===== src/rtl/bis_pkg.sv =====
`timescale 1ns / 1ps
// Shared types and constants for the bounded integer set.
// No dependencies; imported by bis_ctrl, bounded_integer_set and the bench.
package bis_pkg;

    localparam int CAPACITY_DEF   = 64;
    localparam int VALUE_BITS_DEF = 32;
    localparam int IN_VALUE_W     = 32;
    localparam int COUNT_FIELD_W  = 7;

    typedef enum logic [1:0] {
        OP_INSERT = 2'd0,
        OP_REMOVE = 2'd1,
        OP_LOOKUP = 2'd2,
        OP_CLEAR  = 2'd3
    } t_op;

    typedef enum logic [1:0] {
        ST_OK      = 2'd0,
        ST_PRESENT = 2'd1,
        ST_ABSENT  = 2'd2,
        ST_FULL    = 2'd3
    } t_status;

    typedef enum logic [1:0] {
        S_IDLE  = 2'd0,
        S_SCAN  = 2'd1,
        S_SHIFT = 2'd2,
        S_DONE  = 2'd3
    } t_state;

    typedef struct packed {
        t_status                    status;
        logic                       is_member;
        logic [COUNT_FIELD_W-1:0]   element_count;
        logic                       is_empty;
    } t_result;

endpackage


===== src/rtl/bis_ram.sv =====
`timescale 1ns / 1ps
// Generic single-write, single-read RAM with registered read data.
// No dependencies.
module bis_ram #(
    parameter int WIDTH = 32,
    parameter int DEPTH = 64
) (
    input  logic                     i_clk,
    input  logic                     i_we,
    input  logic [$clog2(DEPTH)-1:0] i_waddr,
    input  logic [WIDTH-1:0]         i_wdata,
    input  logic [$clog2(DEPTH)-1:0] i_raddr,
    output logic [WIDTH-1:0]         o_rdata
);

    logic [WIDTH-1:0] r_mem [DEPTH];
    logic [WIDTH-1:0] r_rdata;

    always_ff @(posedge i_clk) begin
        if (i_we) begin
            r_mem[i_waddr] <= i_wdata;
        end
        r_rdata <= r_mem[i_raddr];
    end

    assign o_rdata = r_rdata;

endmodule


===== src/rtl/bis_ctrl.sv =====
`timescale 1ns / 1ps
// Sequencer for the set: scans entries through one compare, shifts on remove.
// Depends on bis_pkg; drives the entry RAM through its ports.
module bis_ctrl
    import bis_pkg::*;
#(
    parameter int CAPACITY   = CAPACITY_DEF,
    parameter int VALUE_BITS = VALUE_BITS_DEF,
    localparam int AW = $clog2(CAPACITY),
    localparam int CW = $clog2(CAPACITY + 1)
) (
    input  logic                         i_clk,
    input  logic                         i_rst_n,
    input  logic                         i_in_vld,
    output logic                         o_in_rdy,
    input  t_op                          i_opcode,
    input  logic signed [IN_VALUE_W-1:0] i_value,
    output logic                         o_res_vld,
    input  logic                         i_res_rdy,
    output t_result                      o_res,
    output logic                         o_ram_we,
    output logic [AW-1:0]                o_ram_waddr,
    output logic [VALUE_BITS-1:0]        o_ram_wdata,
    output logic [AW-1:0]                o_ram_raddr,
    input  logic [VALUE_BITS-1:0]        i_ram_rdata
);

    localparam logic [CW-1:0] CAP_C = CW'(CAPACITY);

    t_state                r_state, n_state;
    logic [CW-1:0]         r_count, n_count;
    logic [CW-1:0]         r_idx, n_idx;
    logic                  r_chk, n_chk;
    logic [AW-1:0]         r_chk_idx, n_chk_idx;
    t_op                   r_op, n_op;
    logic [VALUE_BITS-1:0] r_val, n_val;
    t_status               r_status, n_status;
    logic                  r_member, n_member;

    logic w_issue, w_hit, w_end;

    always_ff @(posedge i_clk) begin
        if (!i_rst_n) begin
            r_state <= S_IDLE;
            r_count <= '0;
            r_idx   <= '0;
            r_chk   <= 1'b0;
        end else begin
            r_state <= n_state;
            r_count <= n_count;
            r_idx   <= n_idx;
            r_chk   <= n_chk;
        end
        r_chk_idx <= n_chk_idx;
        r_op      <= n_op;
        r_val     <= n_val;
        r_status  <= n_status;
        r_member  <= n_member;
    end

    // one read issued per cycle; r_chk marks data returning for r_chk_idx
    assign w_issue = (r_idx < r_count);
    assign w_hit   = r_chk && (i_ram_rdata == r_val);
    assign w_end   = !r_chk && (r_idx >= r_count);

    always_comb begin
        n_state     = r_state;
        n_count     = r_count;
        n_idx       = r_idx;
        n_chk       = r_chk;
        n_chk_idx   = r_chk_idx;
        n_op        = r_op;
        n_val       = r_val;
        n_status    = r_status;
        n_member    = r_member;
        o_ram_we    = 1'b0;
        o_ram_waddr = r_count[AW-1:0];
        o_ram_wdata = r_val;
        o_ram_raddr = r_idx[AW-1:0];
        o_res_vld   = 1'b0;

        unique case (r_state)
            S_IDLE: begin
                if (i_in_vld) begin
                    n_op    = i_opcode;
                    n_val   = VALUE_BITS'(i_value);
                    n_idx   = '0;
                    n_chk   = 1'b0;
                    n_state = S_SCAN;
                end
            end
            S_SCAN: begin
                n_chk     = w_issue;
                n_chk_idx = r_idx[AW-1:0];
                n_idx     = w_issue ? r_idx + CW'(1) : r_idx;
                if (w_hit) begin
                    n_member = 1'b1;
                    n_status = ST_OK;
                    n_state  = S_DONE;
                    unique case (r_op)
                        OP_INSERT: n_status = ST_PRESENT;
                        OP_REMOVE: n_state  = S_SHIFT;
                        OP_LOOKUP: n_status = ST_OK;
                        OP_CLEAR:  n_count  = '0;
                    endcase
                end else if (w_end) begin
                    n_member = 1'b0;
                    n_status = ST_OK;
                    n_state  = S_DONE;
                    unique case (r_op)
                        OP_INSERT: begin
                            if (r_count >= CAP_C) begin
                                n_status = ST_FULL;
                            end else begin
                                o_ram_we = 1'b1;
                                n_count  = r_count + CW'(1);
                            end
                        end
                        OP_REMOVE: n_status = ST_ABSENT;
                        OP_LOOKUP: n_status = ST_ABSENT;
                        OP_CLEAR:  n_count  = '0;
                    endcase
                end
            end
            S_SHIFT: begin
                n_chk     = w_issue;
                n_chk_idx = r_idx[AW-1:0];
                n_idx     = w_issue ? r_idx + CW'(1) : r_idx;
                // entry read at k lands at k-1
                if (r_chk) begin
                    o_ram_we    = 1'b1;
                    o_ram_waddr = r_chk_idx - AW'(1);
                    o_ram_wdata = i_ram_rdata;
                end
                if (w_end) begin
                    n_count = r_count - CW'(1);
                    n_state = S_DONE;
                end
            end
            S_DONE: begin
                o_res_vld = 1'b1;
                if (i_res_rdy) begin
                    n_state = S_IDLE;
                end
            end
            default: n_state = S_IDLE;
        endcase
    end

    assign o_in_rdy = (r_state == S_IDLE);

    always_comb begin
        o_res.status        = r_status;
        o_res.is_member     = r_member;
        o_res.element_count = COUNT_FIELD_W'(r_count);
        o_res.is_empty      = (r_count == '0);
    end

endmodule


===== src/rtl/bounded_integer_set.sv =====
`timescale 1ns / 1ps
// Bounded set of distinct integers: insert, remove, lookup, clear.
// One word is in work at a time: a new word is taken only after the result of the last has left
// the sequencer. A remove needs no second pass, the scan and shift together walk the held entries once.
// The pace is set by the single RAM read port feeding the one shared compare. Reset empties
// the set.
module bounded_integer_set
    import bis_pkg::*;
#(
    parameter int CAPACITY   = CAPACITY_DEF,
    parameter int VALUE_BITS = VALUE_BITS_DEF
) (
    input  logic        i_clk,
    input  logic        i_rst_n,
    input  logic        s_axis_tvalid,
    output logic        s_axis_tready,
    input  logic [31:0] s_axis_tdata,   // [31:0] value
    input  logic [1:0]  s_axis_tuser,   // [1:0] opcode
    output logic        m_axis_tvalid,
    input  logic        m_axis_tready,
    output logic [15:0] m_axis_tdata,   // [0] is_member, [7:1] element_count,
                                        // [8] is_empty, [15:9] zero
    output logic [1:0]  m_axis_tuser    // [1:0] status
);

    localparam int AW = $clog2(CAPACITY);

    logic                  w_res_vld, w_res_rdy;
    t_result               w_res;
    logic                  w_we;
    logic [AW-1:0]         w_waddr, w_raddr;
    logic [VALUE_BITS-1:0] w_wdata, w_rdata;

    logic    r_out_vld;
    t_result r_out;

    bis_ram #(
        .WIDTH (VALUE_BITS),
        .DEPTH (CAPACITY)
    ) u_ram (
        .i_clk   (i_clk),
        .i_we    (w_we),
        .i_waddr (w_waddr),
        .i_wdata (w_wdata),
        .i_raddr (w_raddr),
        .o_rdata (w_rdata)
    );

    bis_ctrl #(
        .CAPACITY   (CAPACITY),
        .VALUE_BITS (VALUE_BITS)
    ) u_ctrl (
        .i_clk       (i_clk),
        .i_rst_n     (i_rst_n),
        .i_in_vld    (s_axis_tvalid),
        .o_in_rdy    (s_axis_tready),
        .i_opcode    (t_op'(s_axis_tuser)),
        .i_value     (s_axis_tdata),
        .o_res_vld   (w_res_vld),
        .i_res_rdy   (w_res_rdy),
        .o_res       (w_res),
        .o_ram_we    (w_we),
        .o_ram_waddr (w_waddr),
        .o_ram_wdata (w_wdata),
        .o_ram_raddr (w_raddr),
        .i_ram_rdata (w_rdata)
    );

    // output register decouples the sequencer from downstream stalls
    assign w_res_rdy = !r_out_vld || m_axis_tready;

    always_ff @(posedge i_clk) begin
        if (!i_rst_n) begin
            r_out_vld <= 1'b0;
        end else if (w_res_rdy) begin
            r_out_vld <= w_res_vld;
        end
        if (w_res_rdy && w_res_vld) begin
            r_out <= w_res;
        end
    end

    assign m_axis_tvalid = r_out_vld;
    assign m_axis_tuser  = r_out.status;
    assign m_axis_tdata  = {7'd0, r_out.is_empty, r_out.element_count, r_out.is_member};

`ifndef SYNTHESIS
    a_busy_after_accept: assert property (@(posedge i_clk) disable iff (!i_rst_n)
        s_axis_tvalid && s_axis_tready |=> !s_axis_tready)
        else $error("input accepted while previous word still in work");

    a_no_accept_with_result: assert property (@(posedge i_clk) disable iff (!i_rst_n)
        w_res_vld |-> !s_axis_tready)
        else $error("input ready while a result is pending");

    a_full_not_member: assert property (@(posedge i_clk) disable iff (!i_rst_n)
        m_axis_tvalid && (m_axis_tuser == ST_FULL) |-> !m_axis_tdata[0])
        else $error("full status reported for a member value");

    a_absent_not_member: assert property (@(posedge i_clk) disable iff (!i_rst_n)
        m_axis_tvalid && (m_axis_tuser == ST_ABSENT) |-> !m_axis_tdata[0])
        else $error("absent status reported for a member value");
`endif

endmodule


===== config.mk =====
export PLATFORM = sky130hd
export DESIGN_NAME = bounded_integer_set
export DESIGN_NICKNAME = d
export VERILOG_FILES = /design/src/rtl/bis_pkg.sv /design/src/rtl/bis_ram.sv /design/src/rtl/bis_ctrl.sv /design/src/rtl/bounded_integer_set.sv
export SDC_FILE = /design/constraint.sdc
export NUM_CORES = 2
export LEC_CHECK = 0
export BUFFER_PORTS_ARGS = -buffer_cell sky130_fd_sc_hd__buf_2
export CAP_MARGIN = 20
export CORE_AREA = 2 2 457 459
export DETAILED_ROUTE_END_ITERATION = 16
export DIE_AREA = 0 0 459 461
export PLACE_DENSITY = 0.61
export RECOVER_POWER = 100
export REMOVE_ABC_BUFFERS = 1
export SYNTH_ARGS = -nofsm -noshare
export SYNTH_HDL_FRONTEND = slang
export SYNTH_SLANG_ARGS = --single-unit
export TNS_END_PERCENT = 1

===== constraint.sdc =====
create_clock -name i_clk -period 5.7 [get_ports i_clk]
set_clock_uncertainty 0.2 [all_clocks]
set_input_delay 1.14 -clock i_clk [delete_from_list [all_inputs] [get_ports i_clk]]
set_output_delay 1.14 -clock i_clk [all_outputs]
set_load 0.01 [all_outputs]

==> qor.csv <==
stage;metric;value;unit
outcome;status;finished with violations;
outcome;failing checks;antenna rules, capacitance limit, slew limit;
clock_tree;CTS max path bufs;3;
critical_path;Critical Path Source Type;flip-flop;
sta;Relative slew margins;-144.1;%
detailed_routing;Vias;37230;
sta;RSZ-0062 raised after global routing;no;
floorplan;die area;211600;um^2
clock_tree;CTS Root Cell;clkbuf_16;
clock_tree;Post-CTS Hold Buffers;0;
logic_synthesis;top_reg_cell synth;edfxtp_1;
grt;vias in the first global route;37350;
place;Setup WS pre-CTS;1.262;ns
power_and_ir_drop;clock power share;37.8;%
critical_path;Worst Path Arrival;5.28;ns
logic_synthesis;post-synthesis mux area share;18.78;%
power_and_ir_drop;IR drop worst, VDD;0.0003243;V
logic_synthesis;Synth Area in Compound Gates;0.5467;%
critical_path;cell breakdown of the critical path;ha_1 -> a21oi_1 -> o21ai_0 -> a21oi_1 -> or2_2 -> o32ai_1 -> nand4_1 -> buf_4 -> nor2_1 -> clkbuf_1;
clock_tree;post-CTS sizing;0;
logic_synthesis;most common cell in the netlist;edfxtp_1;
sta;slew of the pin with the lowest slew margin;3.661;ns
critical_path;CP peak stage delay;1.13;ns
cells_and_area;share of cells above drive strength 1;30.55;%
logic_synthesis;flops & latches, synth;2152;
sta;fin worst setup slack;0.6562;ns
hold_path;end of the worst hold path;m_axis_tdata[0];
grt;global route total overflow;0;
cells_and_area;Design Area, Final;93670;um^2
hold_path;worst min path class;reg2reg;
sta;final hold violations;0;
logic_synthesis;Post-Synth Simple-Gate Area;1.090;%
clock_tree;clock tree sinks;2152;
detailed_routing;initial drt markers;4329;
cells_and_area;filler cell count;16950;
power_and_ir_drop;switching power share of the total;23.62;%
cells_and_area;multi-input logic area;17740;um^2
power_and_ir_drop;Net Sw Power;8.674;mW
floorplan;Site Rows;167;
clock_tree;Reg clk slew, reported paths;0.06;ns
clock_tree;H-tree levels;4;
place;dpl cell area;87150;um^2
floorplan;DIE WIDTH;459;um
logic_synthesis;Synth area leader;edfxtp_1;
critical_path;Worst Path Required;5.94;ns
logic_synthesis;Async SR Flop Fraction;0;%
sta;final setup vio count;0;
logic_synthesis;Synth top cells by count;edfxtp_1, mux4_2, nor2_1;
logic_synthesis;XOR/XNOR Fraction of Synth Area;0.3933;%
floorplan;IO Count;58;
grt;first-pass GRT wire length;276.9;mm
clock_tree;total CTS buffers;210;
clock_tree;CTS tree;done;
logic_synthesis;Yosys cell types;48;
logic_synthesis;Mapped Area;82390;um^2
critical_path;Critical Path End Type;flip-flop;
detailed_routing;WL final;194.5;mm
critical_path;CP max stage cell;clkbuf_1;
critical_path;cell family with most CP delay;buffers and inverters;
power_and_ir_drop;internal power;28.05;mW
logic_synthesis;Yosys top cell area share;76.61;%
critical_path;r2r setup slk;0.66;ns
critical_path;Setup crit start;u_ctrl.r_idx[3];
clock_tree;Clock Latency Late Sink;0.84;ns
place;post-DP HPWL;110.4;mm
cells_and_area;nets;3670;
logic_synthesis;EDFF count, synth;2102;
logic_synthesis;Warnings, synthesis;0;
flow_run;Max-Cap Viols;31;
power_and_ir_drop;leakage dissipation;27.64;nW
cells_and_area;post-layout util;45.38;%
sta;max-slew violations;901;
grt;largest net degree at the start of global routing;146;
critical_path;r2r worst-path depth;10;
sta;final worst-path cycle share;88.49;%
power_and_ir_drop;Power, Total;36.72;mW
detailed_routing;DR DRC count;0;
detailed_routing;Final ANT Viol Nets;1;
logic_synthesis;Syn Inst Count;3376;
power_and_ir_drop;PD cells;392.0;nW/um^2
floorplan;initial core utilization;39.91;%
clock_tree;postcts setup bufs;0;
logic_synthesis;main area contributors after synthesis;edfxtp_1, mux4_2, dfxtp_1;
detailed_routing;wire per inst;29.89;um
logic_synthesis;adder-cell share of the synthesized area;0.3037;%
floorplan;CORE AREA;206400;um^2
sta;Period minus WS final;5.044;ns
place;IO Port Bufs;50;
cells_and_area;Reg area;64140;um^2
detailed_routing;vias per cell;5.721;
hold_path;origin of the worst min-delay path;u_ctrl.r_member;
critical_path;WP buf/inv;2;
logic_synthesis;syn_area_per_cell;24.40;um^2
critical_path;Max FO, Critical Path;34;
detailed_routing;router iterations before antenna repair;5;
grt;initial antenna violation count;26;
floorplan;height of the die;461;um
critical_path;Reg2Reg Capture Point;u_ram.r_mem[48][25];
critical_path;Crit Reg-Reg Startpoint;u_ctrl.r_idx[3];
hold_path;Hold Path Depth;0;
power_and_ir_drop;Reg power frac;50.3;%
power_and_ir_drop;Gate power share;11.9;%
sta;Max Fclk;198.3;MHz
logic_synthesis;main combinational cell family by area after synthesis;multiplexers;
critical_path;WS Path Type;reg2reg;
place;gpl congestion;0.8402;
logic_synthesis;register area share after synthesis;77.83;%
cells_and_area;Syn-to-layout area delta;13.70;%
critical_path;CP most frequent cell;a21oi_1;
grt;Total GRT Usage;18.33;%
sta;TNS Setup;0;ns
[placed cells by master (no fill, tap or decap), drive strengths merged, types with 31 or more instances in the layout]
cell / synthesis / layout
nor2: 89 / 89
edfxtp: 2102 / 2102
nand2: 31 / 31
dfxtp: 50 / 50
mux4: 672 / 672
buf: 89 / 86
clkbuf: 85 / 375
clkinv: 0 / 93
xnor2: 36 / 36
[power groups by stage]
stage	sequential (mW)	combinational [mW]	clock (mW)
3_3_place_gp	18.8	4.39	0
6_report	18.5	4.37	13.9
2_1_floorplan	18.9	2.90	0
3_5_place_dp	18.8	4.47	0
4_1_cts	18.4	4.47	14.2
5_1_grt	18.5	4.70	14.7
[flip-flops by register name (all words and copies together), names as in the netlist]
name / count
m_axis_tdata: 9
m_axis_tuser: 2
m_axis_tvalid: 1
u_ctrl.r_chk: 1
u_ctrl.r_chk_idx: 6
u_ctrl.r_count: 7
u_ctrl.r_idx: 7
u_ctrl.r_member: 1
u_ctrl.r_op: 2
u_ctrl.r_state: 2
u_ctrl.r_status: 2
u_ctrl.r_val: 32
u_ram.o_rdata: 32
u_ram.r_mem: 2048
[cell type report]
class                           count  area share (%)
Clock buffer                      269           6.053
Tap cell                         2704           3.612
Timing Repair Buffer              192           1.427
Inverter                           24         0.09617
Antenna cell                        9         0.02404
Multi-Input combinational cell   1032           18.94
Sequential cell                  2152           68.47
Clock inverter                    125           1.384
[stage by stage]
step / cells / hold slack, ns
final: 6507 / 0.2345
after global routing: 6500 / 0.2243
after CTS: 6486 / 0.2065
after detailed placement: 6092 / 0.2215
after global placement: 6089 / 0.2117
after floorplan: 3208 / 0.2003
[cell families after synthesis]
logic type / count (synthesis)
flip-flops: 2152
multiplexers: 702
buffers and inverters: 198
AND/OR/NAND/NOR: 193
AO/OA/AOI/OAI: 73
XOR/XNOR: 37
adder cells (fa/ha/maj): 20
other: 1
[worst max path at each step]
stage / to / slack (ns) / cells after the start
after floorplan: u_ram.r_mem[32][0] / -18.61 / 9
final: u_ram.r_mem[48][25] / 0.66 / 10
after detailed placement: u_ram.r_mem[38][1] / 1.26 / 10
after CTS: u_ram.r_mem[38][23] / 1.23 / 10
after global placement: u_ram.r_mem[38][18] / 1.18 / 10
after global routing: u_ram.r_mem[41][6] / 0.53 / 6
[per-layer routing]
layer | global-route usage [%] | up-vias | share of wire, %
met5 | 0 | - | 0.0046
met2 | 29.13 | 1436 | 48
li1 | - | 15070 | -
met3 | 3.898 | 232 | 7.9
met4 | 4.464 | 2 | 2.0
met1 | 26.00 | 20490 | 42
[worst reg2reg max path, cell delays in order (launching register included)]
cell and delay (ns):
dfxtp_4 0.77, ha_1 0.27, a21oi_1 0.07, o21ai_0 0.28, a21oi_1 0.15, or2_2 0.34
o32ai_1 0.77, nand4_1 0.17, buf_4 0.27, nor2_1 0.21, clkbuf_1 1.13
Note: power is estimated with default switching activity, not from simulation.
